File: src/design/bfsp_ram.sv
module bfsp_ram #(
  parameter int unsigned Width = 8,
  parameter int unsigned Depth = 16
) (
  input  logic                     clk_i,
  input  logic                     we_i,
  input  logic [$clog2(Depth)-1:0] waddr_i,
  input  logic [Width-1:0]         wdata_i,
  input  logic [$clog2(Depth)-1:0] raddr_i,
  output logic [Width-1:0]         rdata_o
);
  logic [Width-1:0] mem_q [Depth];

  always_ff @(posedge clk_i) begin
    if (we_i) mem_q[waddr_i] <= wdata_i;
    rdata_o <= mem_q[raddr_i];
  end
endmodule

File: config.mk
export PLATFORM = sky130hd
export DESIGN_NAME = bfsp_ram
export DESIGN_NICKNAME = d
export VERILOG_FILES = /design/src/design/bfsp_ram.sv
export SDC_FILE = /design/constraint.sdc
export NUM_CORES = 1
export LEC_CHECK = 0
export ABC_CLOCK_PERIOD_IN_PS = 1900
export BUFFER_PORTS_ARGS = -buffer_cell sky130_fd_sc_hd__buf_2
export CORE_MARGIN = 2
export CORE_UTILIZATION = 55
export CTS_BUF_LIST = sky130_fd_sc_hd__clkbuf_16
export DETAILED_ROUTE_END_ITERATION = 8
export PLACE_DENSITY = 0.76
export SYNTH_ARGS = -nofsm -noshare
export SYNTH_HDL_FRONTEND = slang
export SYNTH_SLANG_ARGS = --single-unit
File: constraint.sdc
create_clock -name clk_i -period 1.9 [get_ports clk_i]
set_input_delay 0.19 -clock clk_i [delete_from_list [all_inputs] [get_ports clk_i]]
set_output_delay 0.19 -clock clk_i [all_outputs]
set_load 0.03 [all_outputs]
==> results of run 1 <==
## power groups by stage
stage          clock network [mW]  logic [mW]  registers [mW]
2_1_floorplan                   0       0.170            3.47
3_3_place_gp                    0       0.337            3.43
3_5_place_dp                    0       0.344            3.44
4_1_cts                      3.07       0.350            3.38
5_1_grt                      3.20       0.373            3.38
6_report                     3.05       0.347            3.38
## worst max-delay path by stage
| stage | from | endpoint | slack (ps) |
|---|---|---|---|
| after detailed placement | raddr_i[0] | rdata_o[3]$_DFF_P_ | 300 |
| final | mem_q[1][5]$_DFFE_PP_ | rdata_o[5]$_DFF_P_ | 550 |
| after floorplan | waddr_i[2] | mem_q[0][0]$_DFFE_PP_ | 220 |
| after global placement | raddr_i[0] | rdata_o[4]$_DFF_P_ | 320 |
| after CTS | mem_q[1][5]$_DFFE_PP_ | rdata_o[5]$_DFF_P_ | 550 |
| after global routing | mem_q[0][2]$_DFFE_PP_ | rdata_o[2]$_DFF_P_ | 510 |
## layout make-up
| type | count | area (µm²) |
|---|---|---|
| Clock inverter | 15 | 131 |
| Clock buffer | 17 | 425 |
| Sequential cell | 136 | 4000 |
| Tap cell | 111 | 139 |
| Multi-Input combinational cell | 83 | 1060 |
| Timing Repair Buffer | 45 | 300 |
| Fill cell | 579 | 3100 |
## kinds of logic after synthesis
kind of cell	count (synthesis)	synth area share
AO/OA/AOI/OAI	16	0.0233
buffers and inverters	10	0.0168
flip-flops	136	0.778
multiplexers	32	0.150
AND/OR/NAND/NOR	35	0.0318
## cells in the mapped netlist, drive strengths merged
master         count
a22oi             16
and2               1
and2b              1
buf                7
clkdlybuf4s25      3
dfxtp              8
edfxtp           128
mux4              32
nand2              9
nand2b             2
nand3              1
nand3b             2
nor2              13
nor2b              1
nor3               4
or3b               1
## registers in the layout, summed over array words and instances (netlist names)
| register | cells |
|---|---|
| rdata_o | 8 |
| mem_q | 128 |
## layer usage
| layer | vias up | wire (µm) | global-route usage |
|---|---|---|---|
| met5 | - | 0 | 0 |
| met4 | 0 | 134 | 0.0927 |
| met3 | 8 | 807 | 0.0589 |
| met2 | 111 | 5140 | 0.349 |
| met1 | 1298 | 4230 | 0.324 |
| li1 | 1086 | - | - |
## worst max-delay path: stages (launching register included)
cell and delay, ps:
edfxtp_1 390, mux4_1 540, a22oi_1 240, nand2_1 70
==> results.py, run 1 <==
metrics = {
    "status": {
        "outcome": "completed",
    },
    "global_routing": {
        "grt_pass1_vias": 2534,
        "grtUsageTotal": 0.230,
        "grt_max_degree": 33,
        "overflow": 0,
        "grt_pass1_wl_um": 15700,
        "antenna_found_initial": 0,
    },
    "synth": {
        "synth_top_cell_by_area": "edfxtp_1",
        "netlist_instances": 229,
        "yosysWarningCount": 0,
        "ys_ff_latch": 136,
        "synth_area_leaders": "edfxtp_1, mux4_2, mux4_1",
        "yosysUniqueCellTypes": 19,
        "yosys.area.top_type_share": 0.747,
        "syn-num-nets": 247,
        "ys_seq_area_frac": 0.778,
        "syn-mean-instance-area_um2": 22.5,
        "syn_area_um2": 5150,
    },
    "cts": {
        "clock-root-buffer": "clkbuf_16",
        "path_clk_slew_ps": 60,
        "cts_tree": "yes",
        "ctsResizeCount": 0,
        "h-tree-depth": 4,
        "hold_buffers": 0,
        "clock_latency_ps": 420,
        "cts_buffers": 17,
        "post_cts_buffers": 0,
        "clock_sinks": 136,
        "clockBufferDepth": 2,
    },
    "floorplanning": {
        "dieHeight_um": 101,
        "coreArea_um2": 9150,
        "fp-row-count": 35,
        "start_util": 0.562,
        "io-pin-count": 26,
        "fp.dieArea_um2": 10100,
        "die_w_um": 101,
    },
    "cells_and_area": {
        "stdcell_area_um2": 6060,
        "nets": 301,
        "layout_commonest_cell": "edfxtp_1",
        "n_antenna_cell": 0,
        "layout-drive-gt1-share": 0.324,
        "areaGrowthSynthToFinish_pct": 17.7,
        "final_cell_mix": "edfxtp_1, buf_2, mux4_2, buf_4, clkbuf_16",
        "finalCoreUtilization": 0.662,
        "instances_no_fill": 407,
    },
    "route": {
        "drt-total-wl_um": 10300,
        "drc_errors": 0,
        "ant_nets": 0,
        "drt_iter0_drc": 252,
        "via_count": 2503,
        "first_pass_iters": 4,
        "detail_route.wl_per_cell_um": 25.3,
        "post_drt_via_cell_ratio": 6.15,
    },
    "power": {
        "p_per_area_nw_per_um2": 1120,
        "swShare": 0.231,
        "seqPwrFrac": 0.498,
        "p_int_mw": 5.21,
        "clkPwrFrac": 0.450,
        "leakage_nw": 2.08,
        "ir_drop_v": 0.000520,
        "design_power_total_mw": 6.77,
        "p_switching_mw": 1.56,
        "combPwrFrac": 0.051,
    },
    "worst_setup_path": {
        "reg2reg_depth": 3,
        "rrSetupSlack_ps": 550,
        "r2r-start": "mem_q[1][5]$_DFFE_PP_",
        "timing.rr.end": "rdata_o[5]$_DFF_P_",
        "worstPathMaxFanout": 1,
        "cp.required_ps": 2200,
        "critPathArrivalTime_ps": 1650,
        "criticalPathCategory": "register to register",
        "critical_path.startpoint_type": "register",
        "setup.worst_path.end_class": "register",
    },
    "sta": {
        "setup_ws_ps": 546,
        "relSlewSlack": 0.706,
        "setup_viol_count_final": 0,
        "worst_slew_pin_slew_ps": 441,
        "hold_violations": 0,
        "worst_hold_slack_ps": 154,
        "setup_tns_ps": 0,
        "fin_skew_ps": 14.2,
        "finalMaxSlewViolations": 0,
        "min_period_ps": 1350,
        "rsz0062_at_grt": "false",
        "fmax_mhz": 738,
        "timing.final.crit_share": 0.713,
    },
    "hold_path": {
        "min-delay-start": "wdata_i[0]",
        "hold_path_class": "input pin to register",
        "min_to": "mem_q[7][0]$_DFFE_PP_",
        "hold_depth": 1,
    },
    "placed_design": {
        "place_area_um2": 5500,
        "gp_congestion": 0.768,
        "preCtsSetupSlack_ps": 303,
        "io_buffers": 25,
        "post-place-cells": 375,
        "hpwlAfterDp_um": 5870,
    },
    "job": {
        "maxCapViolations": 0,
    },
}
(Power assumes the default switching activity.)
==> run 2, diff against run 1 <==
--- a/config.mk
+++ b/config.mk
@@ -5,13 +5,14 @@
 export SDC_FILE = /design/constraint.sdc
 export NUM_CORES = 1
 export LEC_CHECK = 0
-export ABC_CLOCK_PERIOD_IN_PS = 1900
+export ABC_AREA = 1
+export ABC_CLOCK_PERIOD_IN_PS = 1200
 export BUFFER_PORTS_ARGS = -buffer_cell sky130_fd_sc_hd__buf_2
 export CORE_MARGIN = 2
 export CORE_UTILIZATION = 55
 export CTS_BUF_LIST = sky130_fd_sc_hd__clkbuf_16
 export DETAILED_ROUTE_END_ITERATION = 8
-export PLACE_DENSITY = 0.76
+export PLACE_DENSITY = 0.78
 export SYNTH_ARGS = -nofsm -noshare
 export SYNTH_HDL_FRONTEND = slang
 export SYNTH_SLANG_ARGS = --single-unit
==> constraint.sdc (replaced) <==
create_clock -name clk_i -period 1.2 [get_ports clk_i]
set_input_delay 0.12 -clock clk_i [delete_from_list [all_inputs] [get_ports clk_i]]
set_output_delay 0.12 -clock clk_i [all_outputs]
set_load 0.03 [all_outputs]
==> results.py, run 2 <==
metrics = {
    "cts": {
        "post_cts_buffers": 0,
        "cts_tree": "yes",
        "hold_buffers": 0,
        "clockBufferDepth": 2,
        "clock_latency_ps": 410,
        "ctsResizeCount": 0,
        "clock-root-buffer": "clkbuf_16",
        "cts_buffers": 17,
        "clock_sinks": 136,
        "path_clk_slew_ps": 50,
        "h-tree-depth": 4,
    },
    "global_routing": {
        "antenna_found_initial": 0,
        "grt_pass1_wl_um": 20500,
        "grt_max_degree": 33,
        "grt_pass1_vias": 3937,
        "overflow": 0,
        "grtUsageTotal": 0.246,
    },
    "synth": {
        "synthArstFlopShare": 0,
        "ys_ff_latch": 136,
        "synth-compound-area-share": 0,
        "synth_edf_count": 128,
        "syn-num-nets": 569,
        "synth_area_leaders": "edfxtp_1, nand2_1, nand3_1",
        "yosysWarningCount": 0,
        "synth_top_cell_by_area": "edfxtp_1",
        "ys_seq_area_frac": 0.694,
        "syn-mean-instance-area_um2": 10.5,
        "muxShareOfSynthArea": 0,
        "synth-simple-area-share": 0.210,
        "netlist_instances": 551,
        "synth-xor-area-share": 0,
        "syn_area_um2": 5770,
        "yosysUniqueCellTypes": 12,
        "yosys.area.top_type_share": 0.667,
        "synth_ff_type": "edfxtp_1",
        "synth_top_family_by_area": "simple AND/OR/NAND/NOR gates",
        "yosysMostFrequentCell": "nand2_1",
        "synth_adder_area_share": 0,
        "synth_common_cells": "nand2_1, edfxtp_1, inv_1, nand3_1, nor2_1",
    },
    "floorplanning": {
        "fp.dieArea_um2": 11300,
        "io-pin-count": 26,
        "dieHeight_um": 106,
        "die_w_um": 106,
        "start_util": 0.564,
        "coreArea_um2": 10200,
        "fp-row-count": 37,
    },
    "sta": {
        "setup_viol_count_final": 0,
        "setup_tns_ps": 0,
        "min_period_ps": 1120,
        "relSlewSlack": 0.738,
        "timing.final.crit_share": 0.936,
        "worst_slew_pin_slew_ps": 392,
        "finalMaxSlewViolations": 0,
        "rsz0062_at_grt": "false",
        "worst_hold_slack_ps": 84.2,
        "hold_violations": 0,
        "fmax_mhz": 890,
        "fin_skew_ps": 6.76,
    },
    "route": {
        "drt_iter0_drc": 407,
        "post_drt_via_cell_ratio": 5.28,
        "drt-total-wl_um": 12800,
        "first_pass_iters": 5,
        "ant_nets": 0,
        "via_count": 3953,
        "detail_route.wl_per_cell_um": 17.1,
        "drc_errors": 0,
    },
    "worst_setup_path": {
        "crit_chain": "buf_2",
        "timing.critical_path.buf_inv": 1,
        "setup.worst_path.end_class": "output pin",
        "critPathArrivalTime_ps": 1000,
        "r2r-start": "mem_q[7][3]$_DFFE_PP_",
        "path_depth": 1,
        "cpLargestDelayFamily": "flip-flops",
        "cp.required_ps": 1080,
        "rrSetupSlack_ps": 120,
        "reg2reg_depth": 6,
        "criticalPathCategory": "register to output pin",
        "worstPathMaxFanout": 1,
        "critical_path.startpoint_type": "register",
        "timing.rr.end": "rdata_o[3]$_DFF_P_",
        "slowest_delay_ps": 380,
        "worst_path_max_delay_cell": "dfxtp_1",
    },
    "hold_path": {
        "min_to": "rdata_o[4]$_DFF_P_",
        "hold_depth": 3,
        "min-delay-start": "raddr_i[3]",
        "hold_path_class": "input pin to register",
    },
    "power": {
        "p_per_area_nw_per_um2": 1640,
        "leakage_nw": 2.96,
        "design_power_total_mw": 11.0,
        "ir_drop_v": 0.000954,
    },
    "cells_and_area": {
        "multi_input_area_um2": 1210,
        "instances_no_fill": 748,
        "nets": 617,
        "layout-drive-gt1-share": 0.134,
        "largest_register": "mem_q",
        "nFillCells": 757,
        "regArea_um2": 4000,
        "areaGrowthSynthToFinish_pct": 16.5,
        "final_cell_mix": "nand2_1, edfxtp_1, inv_1",
        "n_antenna_cell": 0,
        "largest_register_ffs": 128,
        "layout_commonest_cell": "nand2_1",
        "largestRegisters": "mem_q x128, rdata_o x8",
    },
    "placed_design": {
        "hpwlAfterDp_um": 7880,
        "io_buffers": 25,
        "gp_congestion": 0.893,
        "post-place-cells": 716,
    },
    "job": {
        "maxCapViolations": 0,
    },
    "status": {
        "outcome": "completed",
    },
}
[run 2: layout make-up]
| cell class | instances | share of cell area |
|---|---|---|
| Sequential cell | 136 | 0.596 |
| Multi-Input combinational cell | 289 | 0.181 |
| Inverter | 102 | 0.0570 |
| Clock inverter | 15 | 0.0203 |
| Tap cell | 136 | 0.0253 |
| Timing Repair Buffer | 53 | 0.0574 |
| Clock buffer | 17 | 0.0633 |
[run 2: how the worst max path moves through the flow]
stage | startpoint | endpoint
floorplan | waddr_i[2] | mem_q[10][0]$_DFFE_PP_
global placement | raddr_i[0] | rdata_o[6]$_DFF_P_
detailed placement | raddr_i[0] | rdata_o[6]$_DFF_P_
CTS | rdata_o[1]$_DFF_P_ | rdata_o[1]
global route | mem_q[7][3]$_DFFE_PP_ | rdata_o[3]$_DFF_P_
finish | rdata_o[0]$_DFF_P_ | rdata_o[0]
[run 2: stage by stage]
stage	setup slack (ps)	utilization	cell area, µm²
after floorplan	129	-	5770
after global placement	29.2	0.602	6160
after detailed placement	-7.82	0.602	6160
after CTS	56.3	0.657	6720
after global routing	47.9	0.657	6720
final	76.6	0.657	6720
[run 2: per-layer routing]
metal | GRT usage | share of wire | up-vias
met3 | 0.0374 | 0.076 | 24
met5 | 0 | 0 | -
met4 | 0.0968 | 0.019 | 0
met2 | 0.412 | 0.52 | 199
met1 | 0.326 | 0.38 | 1862
li1 | - | - | 1868
[run 2: cell families (layout without fill, tap and decap cells)]
kind of cell	count (synthesis)	count (layout)
and+or+nand+nor	289	289
buffers and inverters	126	187
DFF	136	136
[run 2: where the power goes]
part	internal, mW	total, mW	switching [mW]
sequential	5.31	5.35	0.0377
combinational	0.217	0.732	0.515
clock	3.02	4.90	1.88
total	8.55	11.0	2.43
==> run 3, diff against run 2 <==
--- a/config.mk
+++ b/config.mk
@@ -11,8 +11,10 @@
 export CORE_MARGIN = 2
 export CORE_UTILIZATION = 55
 export CTS_BUF_LIST = sky130_fd_sc_hd__clkbuf_16
+export CTS_CLUSTER_SIZE = 40
 export DETAILED_ROUTE_END_ITERATION = 8
 export PLACE_DENSITY = 0.78
+export SETUP_SLACK_MARGIN = 0.2
 export SYNTH_ARGS = -nofsm -noshare
 export SYNTH_HDL_FRONTEND = slang
 export SYNTH_SLANG_ARGS = --single-unit
==> results.py, run 3 (synthesis results as in run 2) <==
metrics = {
    "cells_and_area": {
        "final_cell_mix": "nand2_1, edfxtp_1, inv_1",
        "nets": 614,
        "multi_input_area_um2": 1410,
        "finalCoreUtilization": 0.689,
        "areaGrowthSynthToFinish_pct": 22.3,
        "n_antenna_cell": 0,
        "nFillCells": 734,
        "regArea_um2": 4010,
        "largest_register": "mem_q",
        "layout-drive-gt1-share": 0.220,
        "instances_no_fill": 745,
        "largest_register_ffs": 128,
        "stdcell_area_um2": 7050,
        "layout_commonest_cell": "nand2_1",
        "largestRegisters": "mem_q x128, rdata_o x8",
    },
    "placed_design": {
        "hpwlAfterDp_um": 7760,
        "gp_congestion": 0.857,
        "post-place-cells": 713,
        "io_buffers": 25,
        "place_area_um2": 6170,
        "preCtsSetupSlack_ps": 2.60,
    },
    "power": {
        "leakage_nw": 3.06,
        "p_per_area_nw_per_um2": 1660,
        "ir_drop_v": 0.000999,
        "design_power_total_mw": 11.7,
    },
    "worst_setup_path": {
        "crit_chain": "buf_6",
        "reg2reg_depth": 6,
        "slowest_delay_ps": 350,
        "setup.worst_path.end_class": "output pin",
        "worst_path_max_delay_cell": "dfxtp_2",
        "rrSetupSlack_ps": 190,
        "cp.required_ps": 1080,
        "critical_path.startpoint_type": "register",
        "worstPathMaxFanout": 1,
        "critPathArrivalTime_ps": 890,
        "timing.critical_path.buf_inv": 1,
        "path_depth": 1,
        "cpLargestDelayFamily": "flip-flops",
        "criticalPathCategory": "register to output pin",
    },
    "cts": {
        "clock_sinks": 136,
        "clock_latency_ps": 410,
        "clockBufferDepth": 2,
        "path_clk_slew_ps": 50,
        "hold_buffers": 0,
        "cts_tree": "yes",
        "cts_buffers": 17,
        "h-tree-depth": 4,
        "clock-root-buffer": "clkbuf_16",
    },
    "global_routing": {
        "antenna_found_initial": 0,
        "grt_max_degree": 65,
        "grt_pass1_vias": 3981,
        "grtUsageTotal": 0.248,
        "overflow": 0,
        "grt_pass1_wl_um": 20500,
    },
    "sta": {
        "setup_viol_count_final": 0,
        "relSlewSlack": 0.715,
        "setup_ws_ps": 191,
        "worst_slew_pin_slew_ps": 427,
        "min_period_ps": 1010,
        "worst_hold_slack_ps": 87.3,
        "setup_tns_ps": 0,
        "fin_skew_ps": 8.93,
        "timing.final.crit_share": 0.841,
        "finalMaxSlewViolations": 0,
        "rsz0062_at_grt": "true",
        "hold_violations": 0,
        "fmax_mhz": 991,
    },
    "floorplanning": {
        "die_w_um": 106,
        "fp-row-count": 37,
        "coreArea_um2": 10200,
        "start_util": 0.564,
        "dieHeight_um": 106,
        "fp.dieArea_um2": 11300,
        "io-pin-count": 26,
    },
    "route": {
        "post_drt_via_cell_ratio": 5.26,
        "drt-total-wl_um": 13000,
        "drt_iter0_drc": 370,
        "drc_errors": 0,
        "first_pass_iters": 5,
        "detail_route.wl_per_cell_um": 17.5,
        "via_count": 3921,
        "ant_nets": 0,
    },
    "hold_path": {
        "hold_depth": 3,
        "hold_path_class": "input pin to register",
    },
    "status": {
        "outcome": "completed",
    },
    "job": {
        "maxCapViolations": 0,
    },
}
==> run 3: cell count changes in the layout (fill, tap and decap cells not counted), sizes merged <==
cell      before  now
bufinv         2    5
buf           53   50
inv          106  103
clkinvlp       1    3
clkinv         8    6
==> run 3: final cells by class <==
| type | count | share of cell area |
|---|---|---|
| Clock buffer | 17 | 0.0603 |
| Clock inverter | 15 | 0.0298 |
| Inverter | 102 | 0.0543 |
| Multi-Input combinational cell | 289 | 0.200 |
| Sequential cell | 136 | 0.569 |
| Tap cell | 136 | 0.0241 |
| Timing Repair Buffer | 50 | 0.0621 |
==> run 3: what timing repair did <==
action                     in CTS  in global routing
pin swaps                       0                 13
hold endpoints to repair        0                  0
setup buffers                   0                  0
setup endpoints to repair      13                 15
gates resized for setup        25                 40
==> run 3: worst register-to-register path: cells and delay by family, from the launching register on <==
| kind | cells | cell delay [ps] |
|---|---|---|
| AND/OR/NAND/NOR | 5 | 450 |
| flip-flops | 1 | 370 |
| buffers and inverters | 1 | 70 |
==> run 3: path summary, 6_finish.rpt <==
path,start,endpoint
setup / recovery,rdata_o[6]$_DFF_P_,rdata_o[6]
setup reg to reg,mem_q[8][0]$_DFFE_PP_,rdata_o[0]$_DFF_P_
hold / removal,raddr_i[3],rdata_o[7]$_DFF_P_
hold reg to reg,mem_q[2][0]$_DFFE_PP_,rdata_o[0]$_DFF_P_
==> run 3: per-layer routing <==
metal  track usage  up-vias  routed length, µm
li1              -     1867                  -
met1         0.326     1852               5060
met2         0.405      182               6670
met3        0.0509       20               1060
met4         0.104        0                232
met5             0        -                  0
==> run 3: power breakdown <==
group,total (mW),internal (mW),switching (mW)
clock,5.53,3.65,1.88
combinational,0.835,0.274,0.561
sequential,5.36,5.32,0.0392
